`src/sv/svtc_pkg.sv`:
```
// Shared types, constants and codes for the scaled virtual time counter.
`default_nettype none

package svtc_pkg;

  localparam int RawW    = 64;
  localparam int VirtW   = 63;
  localparam int FactorW = 16;
  localparam int ModeW   = 2;
  localparam int CfgIdxW = 1;
  localparam int CfgDatW = 16;
  localparam int CntW    = $clog2(VirtW);

  localparam logic [VirtW-1:0] VMax = '1;

  localparam logic [ModeW-1:0] MODE_PASS     = 2'd0;
  localparam logic [ModeW-1:0] MODE_SPEEDUP  = 2'd1;
  localparam logic [ModeW-1:0] MODE_SLOWDOWN = 2'd2;

  localparam logic CMD_SAMPLE = 1'b0;
  localparam logic CMD_LOAD   = 1'b1;

  localparam logic [CfgIdxW-1:0] REG_MODE  = 1'd0;
  localparam logic [CfgIdxW-1:0] REG_SCALE = 1'd1;

  typedef enum logic [2:0] {
    ST_IDLE,
    ST_LOAD,
    ST_DELTA,
    ST_MUL,
    ST_DIV,
    ST_ADD,
    ST_EMIT
  } state_e;

  typedef enum logic [2:0] {
    OP_NONE,
    OP_CAPTURE,
    OP_LOAD,
    OP_DELTA,
    OP_MUL,
    OP_DIV,
    OP_ADD,
    OP_EMIT
  } op_e;

  typedef struct packed {
    op_e op;
  } ctrl_cmd_t;

  typedef struct packed {
    logic             is_load;
    logic [ModeW-1:0] mode;
    logic             mul_last;
    logic             div_last;
    logic             out_free;
  } ctrl_status_t;

endpackage

`default_nettype wire

```
`src/sv/svtc_if.sv`:
```
// Valid/ready channel interfaces for sample items, results and register writes.
`default_nettype none

interface svtc_in_if;
  logic                             valid;
  logic                             ready;
  logic                             command;
  logic signed [svtc_pkg::RawW-1:0] raw_count;

  modport source (output valid, output command, output raw_count, input ready);
  modport sink   (input valid, input command, input raw_count, output ready);
endinterface

interface svtc_out_if;
  logic                       valid;
  logic                       ready;
  logic [svtc_pkg::VirtW-1:0] virtual_count;

  modport source (output valid, output virtual_count, input ready);
  modport sink   (input valid, input virtual_count, output ready);
endinterface

interface svtc_cfg_if;
  logic                         valid;
  logic                         ready;
  logic [svtc_pkg::CfgIdxW-1:0] index;
  logic [svtc_pkg::CfgDatW-1:0] data;

  modport source (output valid, output index, output data, input ready);
  modport sink   (input valid, input index, input data, output ready);
endinterface

`default_nettype wire

```
`src/sv/svtc_ctrl.sv`:
```
// Sequencer that steps one item through capture, then a load or delta, scaling and add, then the result beat.
`default_nettype none

module svtc_ctrl (
  input  wire                    clk_i,
  input  wire                    rst_ni,
  input  wire                    in_valid_i,
  output logic                   in_ready_o,
  input  wire svtc_pkg::ctrl_status_t status_i,
  output svtc_pkg::ctrl_cmd_t    cmd_o
);
  import svtc_pkg::*;

  state_e state_q, state_d;

  always_ff @(posedge clk_i or negedge rst_ni) begin
    if (!rst_ni) begin
      state_q <= ST_IDLE;
    end else begin
      state_q <= state_d;
    end
  end

  always_comb begin
    state_d = state_q;
    case (state_q)
      ST_IDLE: begin
        if (in_valid_i) state_d = ST_LOAD;
      end
      ST_LOAD: begin
        // The captured command picks the path; a load finishes at once.
        if (status_i.is_load) state_d = ST_EMIT;
        else state_d = ST_DELTA;
      end
      ST_DELTA: begin
        case (status_i.mode)
          MODE_SPEEDUP:  state_d = ST_MUL;
          MODE_SLOWDOWN: state_d = ST_DIV;
          default:       state_d = ST_ADD;
        endcase
      end
      ST_MUL: begin
        if (status_i.mul_last) state_d = ST_ADD;
      end
      ST_DIV: begin
        if (status_i.div_last) state_d = ST_ADD;
      end
      ST_ADD: begin
        state_d = ST_EMIT;
      end
      ST_EMIT: begin
        if (status_i.out_free) state_d = ST_IDLE;
      end
      default: state_d = ST_IDLE;
    endcase
  end

  always_comb begin
    in_ready_o = 1'b0;
    cmd_o.op   = OP_NONE;
    case (state_q)
      ST_IDLE: begin
        in_ready_o = 1'b1;
        if (in_valid_i) cmd_o.op = OP_CAPTURE;
      end
      ST_LOAD: begin
        if (status_i.is_load) cmd_o.op = OP_LOAD;
      end
      ST_DELTA: cmd_o.op = OP_DELTA;
      ST_MUL:   cmd_o.op = OP_MUL;
      ST_DIV:   cmd_o.op = OP_DIV;
      ST_ADD:   cmd_o.op = OP_ADD;
      ST_EMIT: begin
        if (status_i.out_free) cmd_o.op = OP_EMIT;
      end
      default: cmd_o.op = OP_NONE;
    endcase
  end

endmodule

`default_nettype wire

```
`src/sv/svtc_datapath.sv`:
```
// Counter state, config registers, serial multiply and divide, and result register.
`default_nettype none

module svtc_datapath (
  input  wire                                   clk_i,
  input  wire                                   rst_ni,
  input  wire svtc_pkg::ctrl_cmd_t              cmd_i,
  output svtc_pkg::ctrl_status_t                status_o,
  input  wire                                   in_command_i,
  input  wire signed [svtc_pkg::RawW-1:0]       in_raw_count_i,
  input  wire                                   cfg_valid_i,
  input  wire        [svtc_pkg::CfgIdxW-1:0]    cfg_index_i,
  input  wire        [svtc_pkg::CfgDatW-1:0]    cfg_data_i,
  input  wire                                   out_ready_i,
  output logic                                  out_valid_o,
  output logic       [svtc_pkg::VirtW-1:0]      out_count_o
);
  import svtc_pkg::*;

  logic [ModeW-1:0]   mode_q;
  logic [FactorW-1:0] factor_q;
  logic               cmd_q;
  logic [RawW-1:0]    raw_q;
  logic [RawW-1:0]    last_raw_q;
  logic [VirtW-1:0]   vt_q;
  logic [VirtW-1:0]   delta_q;
  logic [VirtW-1:0]   acc_q;
  logic               ovf_q;
  logic [FactorW-1:0] rem_q;
  logic [CntW-1:0]    cnt_q;
  logic [VirtW-1:0]   out_q;
  logic               out_valid_q;

  logic [FactorW-1:0] fac;
  logic               positive;
  logic [RawW-1:0]    cur;
  logic [RawW-1:0]    diff;
  logic [VirtW-1:0]   delta;
  logic [$clog2(FactorW)-1:0] mul_idx;
  logic               mul_bit;
  logic [VirtW+1:0]   mul_sum;
  logic [FactorW:0]   trial;
  logic               div_ge;
  logic [FactorW:0]   trial_sub;
  logic [VirtW-1:0]   scaled;
  logic [VirtW:0]     total_sum;

  assign fac = (factor_q == '0) ? {{(FactorW-1){1'b0}}, 1'b1} : factor_q;

  // A non-positive sample counts as the last one; only forward motion adds time.
  assign positive = (raw_q != '0) && !raw_q[RawW-1];
  assign cur      = positive ? raw_q : last_raw_q;
  assign diff     = cur - last_raw_q;
  assign delta    = (cur > last_raw_q) ? diff[VirtW-1:0] : '0;

  // Multiply walks the factor from its top bit; once past the maximum it stays there.
  // The factor width is a power of two, so counting down from the top bit is an inversion.
  assign mul_idx = ~cnt_q[$clog2(FactorW)-1:0];
  assign mul_bit = fac[mul_idx];
  assign mul_sum = {1'b0, acc_q, 1'b0} + {2'b00, (mul_bit ? delta_q : {VirtW{1'b0}})};

  // Restoring divide: the delta register shifts out dividend bits and in quotient bits.
  assign trial     = {rem_q, delta_q[VirtW-1]};
  assign div_ge    = trial >= {1'b0, fac};
  assign trial_sub = trial - {1'b0, fac};

  always_comb begin
    case (mode_q)
      MODE_SPEEDUP:  scaled = ovf_q ? VMax : acc_q;
      MODE_SLOWDOWN: scaled = delta_q;
      default:       scaled = delta_q;
    endcase
  end

  assign total_sum = {1'b0, vt_q} + {1'b0, scaled};

  always_ff @(posedge clk_i or negedge rst_ni) begin
    if (!rst_ni) begin
      mode_q   <= MODE_PASS;
      factor_q <= {{(FactorW-1){1'b0}}, 1'b1};
    end else if (cfg_valid_i) begin
      case (cfg_index_i)
        REG_MODE:  mode_q   <= cfg_data_i[ModeW-1:0];
        REG_SCALE: factor_q <= cfg_data_i[FactorW-1:0];
        default: ;
      endcase
    end
  end

  always_ff @(posedge clk_i or negedge rst_ni) begin
    if (!rst_ni) begin
      last_raw_q <= '0;
      vt_q       <= '0;
    end else begin
      case (cmd_i.op)
        OP_LOAD: begin
          last_raw_q <= raw_q;
          vt_q       <= raw_q[RawW-1] ? VMax : raw_q[VirtW-1:0];
        end
        OP_DELTA: last_raw_q <= cur;
        OP_ADD:   vt_q       <= total_sum[VirtW] ? VMax : total_sum[VirtW-1:0];
        default: ;
      endcase
    end
  end

  always_ff @(posedge clk_i) begin
    case (cmd_i.op)
      OP_CAPTURE: begin
        cmd_q <= in_command_i;
        raw_q <= in_raw_count_i;
      end
      OP_DELTA: begin
        delta_q <= delta;
        acc_q   <= '0;
        ovf_q   <= 1'b0;
        rem_q   <= '0;
        cnt_q   <= '0;
      end
      OP_MUL: begin
        acc_q <= mul_sum[VirtW-1:0];
        if (mul_sum[VirtW+1:VirtW] != 2'b00) ovf_q <= 1'b1;
        cnt_q <= cnt_q + 1'b1;
      end
      OP_DIV: begin
        rem_q   <= div_ge ? trial_sub[FactorW-1:0] : trial[FactorW-1:0];
        delta_q <= {delta_q[VirtW-2:0], div_ge};
        cnt_q   <= cnt_q + 1'b1;
      end
      OP_EMIT: out_q <= vt_q;
      default: ;
    endcase
  end

  always_ff @(posedge clk_i or negedge rst_ni) begin
    if (!rst_ni) begin
      out_valid_q <= 1'b0;
    end else if (cmd_i.op == OP_EMIT) begin
      out_valid_q <= 1'b1;
    end else if (out_ready_i) begin
      out_valid_q <= 1'b0;
    end
  end

  assign status_o.is_load  = (cmd_q == CMD_LOAD);
  assign status_o.mode     = mode_q;
  assign status_o.mul_last = (cnt_q == CntW'(FactorW - 1));
  assign status_o.div_last = (cnt_q == CntW'(VirtW - 1));
  assign status_o.out_free = !out_valid_q || out_ready_i;

  assign out_valid_o = out_valid_q;
  assign out_count_o = out_q;

endmodule

`default_nettype wire

```
`src/sv/scaled_virtual_time_counter_unit.sv`:
```
// Top level of the scaled virtual time counter: sequencer plus datapath.
//
//   channel  dir   beat carries                 accepted when
//   in_i     in    command, raw_count           in_i.valid && in_i.ready
//   out_o    out   virtual_count                out_o.valid && out_o.ready
//   cfg_i    in    index, data                  cfg_i.valid (ready held high)
//
// One item is in work at a time. A load goes from capture straight to the result;
// a sample passes through delta and add, in speed-up with 16 multiply steps, one per
// factor bit, and in slow-down with 63 restoring divide steps, one per delta bit.
// Reset clears the counter state and sets mode 0 and factor 1.
// A waiting result sits in the output register; the next item is accepted
// meanwhile and its result is held back until that register frees.
`default_nettype none

module scaled_virtual_time_counter_unit (
  input wire   clk_i,
  input wire   rst_ni,
  svtc_in_if.sink    in_i,
  svtc_out_if.source out_o,
  svtc_cfg_if.sink   cfg_i
);
  import svtc_pkg::*;

  ctrl_cmd_t    cmd;
  ctrl_status_t status;

  assign cfg_i.ready = 1'b1;

  svtc_ctrl u_ctrl (
    .clk_i      (clk_i),
    .rst_ni     (rst_ni),
    .in_valid_i (in_i.valid),
    .in_ready_o (in_i.ready),
    .status_i   (status),
    .cmd_o      (cmd)
  );

  svtc_datapath u_datapath (
    .clk_i          (clk_i),
    .rst_ni         (rst_ni),
    .cmd_i          (cmd),
    .status_o       (status),
    .in_command_i   (in_i.command),
    .in_raw_count_i (in_i.raw_count),
    .cfg_valid_i    (cfg_i.valid),
    .cfg_index_i    (cfg_i.index),
    .cfg_data_i     (cfg_i.data),
    .out_ready_i    (out_o.ready),
    .out_valid_o    (out_o.valid),
    .out_count_o    (out_o.virtual_count)
  );

endmodule

`default_nettype wire
```
`src/flat_wrapper.sv`:
```
// flat-port wrapper written by rule: the top's interface ports become plain ports
module scaled_virtual_time_counter_unit_flat import svtc_pkg::*;
  (clk_i, rst_ni, in_i_valid, in_i_command, in_i_raw_count, in_i_ready, out_o_valid, out_o_virtual_count, out_o_ready, cfg_i_valid, cfg_i_index, cfg_i_data, cfg_i_ready);
  svtc_in_if in_i_i ();
  svtc_out_if out_o_i ();
  svtc_cfg_if cfg_i_i ();
  input wire clk_i;
  input wire rst_ni;
  input wire logic [$bits(in_i_i.valid)-1:0] in_i_valid;
  input wire logic [$bits(in_i_i.command)-1:0] in_i_command;
  input wire logic [$bits(in_i_i.raw_count)-1:0] in_i_raw_count;
  output wire logic [$bits(in_i_i.ready)-1:0] in_i_ready;
  output wire logic [$bits(out_o_i.valid)-1:0] out_o_valid;
  output wire logic [$bits(out_o_i.virtual_count)-1:0] out_o_virtual_count;
  input wire logic [$bits(out_o_i.ready)-1:0] out_o_ready;
  input wire logic [$bits(cfg_i_i.valid)-1:0] cfg_i_valid;
  input wire logic [$bits(cfg_i_i.index)-1:0] cfg_i_index;
  input wire logic [$bits(cfg_i_i.data)-1:0] cfg_i_data;
  output wire logic [$bits(cfg_i_i.ready)-1:0] cfg_i_ready;
  assign in_i_i.valid = in_i_valid;
  assign in_i_i.command = in_i_command;
  assign in_i_i.raw_count = in_i_raw_count;
  assign in_i_ready = in_i_i.ready;
  assign out_o_valid = out_o_i.valid;
  assign out_o_virtual_count = out_o_i.virtual_count;
  assign out_o_i.ready = out_o_ready;
  assign cfg_i_i.valid = cfg_i_valid;
  assign cfg_i_i.index = cfg_i_index;
  assign cfg_i_i.data = cfg_i_data;
  assign cfg_i_ready = cfg_i_i.ready;
  scaled_virtual_time_counter_unit u_core (.clk_i(clk_i), .rst_ni(rst_ni), .in_i(in_i_i), .out_o(out_o_i), .cfg_i(cfg_i_i));
endmodule
```
`config.mk`:
```
export PLATFORM = sky130hd
export DESIGN_NAME = scaled_virtual_time_counter_unit_flat
export DESIGN_NICKNAME = d
export VERILOG_FILES = /design/src/sv/svtc_pkg.sv /design/src/sv/svtc_if.sv /design/src/sv/svtc_ctrl.sv /design/src/sv/svtc_datapath.sv /design/src/sv/scaled_virtual_time_counter_unit.sv /design/src/flat_wrapper.sv
export SDC_FILE = /design/constraint.sdc
export NUM_CORES = 1
export LEC_CHECK = 0
export ABC_AREA = 1
export BUFFER_PORTS_ARGS = -buffer_cell sky130_fd_sc_hd__buf_2
export CAP_MARGIN = 20
export CELL_PAD_IN_SITES_DETAIL_PLACEMENT = 0
export CELL_PAD_IN_SITES_GLOBAL_PLACEMENT = 1
export CORE_UTILIZATION = 46
export DETAILED_ROUTE_END_ITERATION = 12
export HOLD_SLACK_MARGIN = 0.15
export PLACE_DENSITY_LB_ADDON = 0.1
export SLEW_MARGIN = 10
export SYNTH_ARGS = -nofsm -noshare
export SYNTH_HDL_FRONTEND = slang
export SYNTH_SLANG_ARGS = --single-unit
export TNS_END_PERCENT = 10
```
`constraint.sdc`:
```
create_clock -name clk_i -period 5.55 [get_ports clk_i]
set_input_delay 0.555 -clock clk_i [delete_from_list [all_inputs] [get_ports clk_i]]
set_output_delay 0.555 -clock clk_i [all_outputs]
set_load 0.02 [all_outputs]
```
After elaboration in Yosys (flattened, before gate mapping)
Cells that the tools add are included.
{"block": "word_totals", "reg_bits": 426, "inputBits": 87, "out_inout_bits": 66, "wordCells": 98}
{"block": "classes", "add_sub_neg": 5, "order_cmp": 3, "eq_ne": 22, "mux": 33, "bitwise_logic": 2, "reduce_logical": 19}
{"operator": "two-way mux 63 bit", "count": 6}
{"operator": "one-hot mux 63 bit (2 select lines)", "count": 3}
{"operator": "one-hot mux 64 bit (2 select lines)", "count": 1}
{"operator": "adder 64 x 63 -> 65 bit", "count": 1}
{"operator": "adder 63 x 63 -> 64 bit", "count": 1}
{"operator": "> comparator 64 bit", "count": 1}
{"operator": "two-way mux 64 bit", "count": 1}
{"operator": "nonzero test 64 bit", "count": 1}
{"operator": "subtractor 63 bit", "count": 1}
{"operator": "one-hot mux 3 bit (7 select lines)", "count": 2}
{"operator": "two-way mux 16 bit", "count": 2}
{"operator": "one-hot mux 16 bit (2 select lines)", "count": 1}
{"operator": "equality test 3 bit (second input constant)", "count": 7}
{"operator": "two-way mux 3 bit", "count": 6}
{"operator": ">= comparator 17 x 16 -> 1 bit", "count": 1}
{"operator": "zero test 16 bit", "count": 1}
{"operator": "subtractor 16 bit", "count": 1}
{"operator": "nonzero test 2 bit", "count": 7}
{"operator": "equality test 3 x 2 -> 1 bit (second input constant)", "count": 4}
{"operator": "one-hot mux 6 bit (2 select lines)", "count": 1}
{"operator": "adder 6 x 1 -> 6 bit (second input constant)", "count": 1}
{"operator": "equality test 3 x 1 -> 1 bit (second input constant)", "count": 2}
{"operator": "equality test 6 x 4 -> 1 bit (second input constant)", "count": 1}
{"operator": "equality test 6 bit (second input constant)", "count": 1}
{"operator": "19 further kinds", "count": 30}

Longest topological paths before layout
{"block": "logic_depth", "ltp_word": 9, "mapped_depth": 28, "mapped_depth_nobuf": 27}

By module
From an unflattened synthesis, not the netlist that was laid out.
{"block": "unflattened", "cells_unflattened": 5690, "hier_area_um2": 36939.2}
{"mod": "svtc_datapath", "n_inst": 1, "cells_per_inst": 5629, "area_each_um2": 36592.6, "seq_area_each_um2": 11972.7}
{"mod": "svtc_ctrl", "n_inst": 1, "cells_per_inst": 59, "area_each_um2": 335.3, "seq_area_each_um2": 75.1}
{"mod": "scaled_virtual_time_counter_unit", "n_inst": 1, "cells_per_inst": 2, "area_each_um2": 11.3, "seq_area_each_um2": 0.0}

Least setup slack after synthesis
Ideal clock, no wire load.
{"block": "synth_path", "kind": "register -> register", "start": "register u_core.u_ctrl.state_q[2]", "end": "register u_core.u_datapath.delta_q[0] (enable)", "setup_time_ns": 0.440, "arrival_time_ns": 4.363, "required_time_ns": 5.110, "slack_ns": 0.747, "stages_incl_launch_ff": 6, "n_path_buf": 0, "period_less_slack_ns": 4.803, "path_cell_list": "dfrtp_1 -> nor2_2 -> inv_2 -> nor2_1 -> inv_1 -> nand2_1"}
{"block": "synth_via", "elab_chain_cells": 4, "elab_cells_between_ends": 11, "classes_between": "eq/ne: 8; mux: 1; reduce/logical: 2"}
{"item": "from (decl)", "line": "svtc_ctrl.sv:14", "text": "state_e state_q, state_d;"}
{"item": "from (signal assigned)", "line": "svtc_ctrl.sv:20", "text": "state_q <= state_d;"}
{"item": "equality test 3 bit (tied with other cells)", "line": "svtc_ctrl.sv:61", "text": "case (state_q)"}
{"item": "one-hot mux 3 bit (7 select lines) (*)", "line": "svtc_ctrl.sv:61"}
{"item": "equality test 3 bit / equality test 3 x 2 -> 1 bit (equally long branches)", "line": "svtc_datapath.sv:108", "text": "case (cmd_i.op)"}
{"item": "nonzero test 2 bit (no line) (*)"}
{"item": "to (signal assigned)", "line": "svtc_datapath.sv:114", "text": "delta_q <= delta;"}
{"item": "to (signal assigned)", "line": "svtc_datapath.sv:127", "text": "delta_q <= {delta_q[VirtW-2:0], div_ge};"}
{"item": "to (decl)", "line": "svtc_datapath.sv:26", "text": "logic [VirtW-1:0] delta_q;"}
Every way passes the cells marked *; elsewhere a longest branch is shown, timed or not.
A chain may end at the register's enable or synchronous reset.

Final worst setup path
{"block": "layout_path", "start": "register u_core.u_datapath.raw_q[47]", "end": "register u_core.u_datapath.delta_q[55], data pin"}
{"block": "layout_via", "elab_chain_cells": 6, "elab_cells_between_ends": 7, "classes_between": "add/sub: 1; order compare: 1; mux: 3; reduce/logical: 2"}
{"item": "from (decl)", "line": "svtc_datapath.sv:23", "text": "logic [RawW-1:0] raw_q;"}
{"item": "from (signal assigned)", "line": "svtc_datapath.sv:111", "text": "raw_q <= in_raw_count_i;"}
{"item": "nonzero test 64 bit", "line": "svtc_datapath.sv:51", "text": "assign positive = (raw_q != '0) && !raw_q[RawW-1];"}
{"item": "logical AND 1 bit", "line": "svtc_datapath.sv:51"}
{"item": "two-way mux 64 bit (*)", "line": "svtc_datapath.sv:52", "text": "assign cur = positive ? raw_q : last_raw_q;"}
{"item": "subtractor 63 bit / > comparator 64 bit (equally long branches)", "line": "svtc_datapath.sv:53, svtc_datapath.sv:54"}
{"item": "two-way mux 63 bit (*)", "line": "svtc_datapath.sv:54", "text": "assign delta = (cur > last_raw_q) ? diff[VirtW-1:0] : '0;"}
{"item": "one-hot mux 63 bit (2 select lines) (*)", "line": "svtc_datapath.sv:108"}
Marked as above.

==> flow_metrics.tcl <==
set metrics [dict create \
    slowest_stage "nor4_1" \
    fin_setup_tns_ns 0 \
    slowest_delay_ns 0.77 \
    synth.most_common_cell "nand2_1" \
    synth_cell_type_count 54 \
    worst_pin_slew_ns 1.21 \
    cts_root_buf "clkbuf_16" \
    ys_seq_area_share_pct 32.7 \
    syn_area_mm2 0.0369 \
    maxSlewViolCount 0 \
    drc 0 \
    setup_violations 0 \
    path_class "register to register" \
    worstSetupStartpointType "register" \
    synth_top_area_share_pct 22.6 \
    relSlewSlack_pct 18.6 \
    grt_overflow 0 \
    numCtsBuffers 54 \
    rsz0062_at_grt "no" \
    grt_max_degree 81 \
    via_per_inst 5.48 \
    grt_pass1_vias 36100 \
    async_flop_share_pct 35.0 \
    synth_edf_count 277 \
    initialDrtViolationCount 3863 \
    cts_sinks 426 \
    cp.required_ns 5.95 \
    skew_ns 0.0207 \
    use_met2_pct 59.0 \
    synth_area_per_cell_um2 6.46 \
    cpMostUsedCell "nand2_1" \
    hpwl_um 125000 \
    hold_depth 3 \
    cp_max_fo 64 \
    worstPathCellList "inv_1 > nand4_1 > nor4_1 > nand3_2 > buf_4 > nand3_1 > and2_1 > ha_1 > buf_4 > nand2_1 > nor2_1 > nand2_1 > nor3_1 > nand2_1 > nand3_1 > nand2_1 > nand3_1 > nand2_1 > nand3_2 > nand2_1" \
    fillCellCount 8228 \
    met1_usage_pct 51.8 \
    clockBufferDepth 3 \
    synth_ff_type "edfxtp_1" \
    die_area_mm2 0.0813 \
    hp-class "primary input to register" \
    fin_crit_ns 5.15 \
    pin_count 153 \
    outcome "completed" \
    busiest_layer "met2" \
    ant_nets 0 \
    synth_nets 6009 \
    htreeDepth 2 \
    row_count 103 \
    drv_cap 0 \
    clkLatencyLatePin_ns 0.66 \
    grtUsageMet3_pct 7.08 \
    r2r_slack_ns 0.40 \
    grt_usage_pct 37.8 \
    fmax_ghz 0.194 \
    hold_viol 0 \
    finish.net_count 6208 \
    grt_pass1_wl_um 228000 \
    gp_congestion 1.04 \
    vias 38400 \
    reg2reg_depth 20 \
    yosys-top-cells-area "edfxtp_1 (23%), nand2_1 (19%), inv_1 (11%)" \
    synth.ff_latch_count 426 \
    end_kind "register" \
    cts_tree "yes" \
    antenna_found_initial 6 \
    area_growth_pct 12.5 \
    cts_resized 0 \
    fin_crit_sh_pct 92.8 \
    die_h_um 285 \
    critPathArrivalTime_ns 5.55 \
    drive_gt1_share_pct 7.03 \
    synthTopCellsByCount "nand2_1 (1,820), inv_1 (1,120), nor2_1 (562)" \
    synth-warning-count 0 \
    yosys.area.top_type "edfxtp_1" \
    wl_um 156000 \
    synth_cells 5711 \
    routedWlPerCell_um 22.3 \
    core_area_mm2 0.0791 \
    die_w_um 285 \
    start_util_pct 46.6 \
    dr.pass1.iters 6 \
    clkTransAtPathRegs_ns 0.06 \
    numPortBuffers 151 \
]
stage by stage:
stage                     std cells  setup WS (ns)  instance area, um^2  hold WS (ns)  utilization (%)
after floorplan                5711          0.747                36900         0.259                -
after global placement         6845          0.591                38900         0.470             49.2
after detailed placement       6845          0.608                38900         0.470             49.2
after CTS                      7006          0.557                41500         0.157             52.4
after global routing           7006          0.367                41500         0.182             52.4
final                          7008          0.400                41500         0.184             52.4
registers in the layout, summed over array words and instances, names as in the netlist:
| signal | flops |
|---|---|
| u_core.u_ctrl.state_q | 3 |
| u_core.u_datapath.acc_q | 63 |
| u_core.u_datapath.cmd_q | 1 |
| u_core.u_datapath.cnt_q | 6 |
| u_core.u_datapath.delta_q | 63 |
| u_core.u_datapath.factor_q | 16 |
| u_core.u_datapath.last_raw_q | 64 |
| u_core.u_datapath.mode_q | 2 |
| u_core.u_datapath.out_count_o | 63 |
| u_core.u_datapath.out_valid_o | 1 |
| u_core.u_datapath.ovf_q | 1 |
| u_core.u_datapath.raw_q | 64 |
| u_core.u_datapath.rem_q | 16 |
| u_core.u_datapath.vt_q | 63 |
kinds of logic after synthesis:
| kind of cell | count (synthesis) | synth area share, % |
|---|---|---|
| XOR/XNOR | 77 | 1.83 |
| AO/OA/AOI/OAI | 779 | 11.8 |
| AND/OR/NAND/NOR | 2957 | 33.3 |
| other | 1 | 0.0102 |
| buffers and inverters | 1260 | 13.1 |
| flip-flops | 426 | 32.7 |
| adder cells (fa/ha/maj) | 211 | 7.24 |
final cells by class:
cell class,instances,area (um^2),share of cell area (%)
multi-input cells,4025,20000,48.3
diodes,2,5.00,0.0121
flip-flops and latches,426,12000,29.0
clock inverters,44,599,1.44
inverters,1143,4300,10.4
repair buffers,260,1790,4.32
clock buffers,58,1390,3.34
well taps,1050,1310,3.17
routing by layer:
layer,vias to the layer above,wire [um],share of wire (%)
met5,-,34,0.022
met4,6,6450,4.1
met3,266,14500,9.3
met2,1639,68500,44
met1,18000,66800,43
li1,18400,-,-
worst max-delay path, delay by kind of cell (launching register included):
family | cells | cell delay [ns]
adder cells (fa/ha/maj) | 1 | 0.22
AND/OR/NAND/NOR | 16 | 3.34
buffers and inverters | 3 | 0.79
flip-flops | 1 | 0.52
cells in the final DEF, fill, tap and decap left out, types with 65 or more instances in the layout:
cell type,count
nand3_1,301
o22ai_1,83
nor2_1,558
nand2_1,1817
a21oi_1,345
edfxtp_1,277
inv_1,1119
o21ai_0,159
dfrtp_1,148
buf_2,150
and2_1,65
ha_1,207
final timing paths:
kind / startpoint / to
setup / recovery: u_core.u_datapath.raw_q[47] / u_core.u_datapath.delta_q[55]
hold / removal: cfg_i_data[2] / u_core.u_datapath.factor_q[2]
setup reg to reg: u_core.u_datapath.raw_q[47] / u_core.u_datapath.delta_q[55]
hold reg to reg: u_core.u_datapath.vt_q[60] / u_core.u_datapath.out_count_o[60]
max in group asynchronous: rst_ni / u_core.u_datapath.vt_q[44]
min in group asynchronous: rst_ni / u_core.u_datapath.last_raw_q[29]
timing repair:
action | in CTS | in global routing
hold buffers | 59 | 0
setup buffers | 0 | 0
endpoints found under the hold margin | 126 | 0
Power is not shown: default switching activity piles up to over one toggle a cycle in this logic, so the estimate is an artifact.
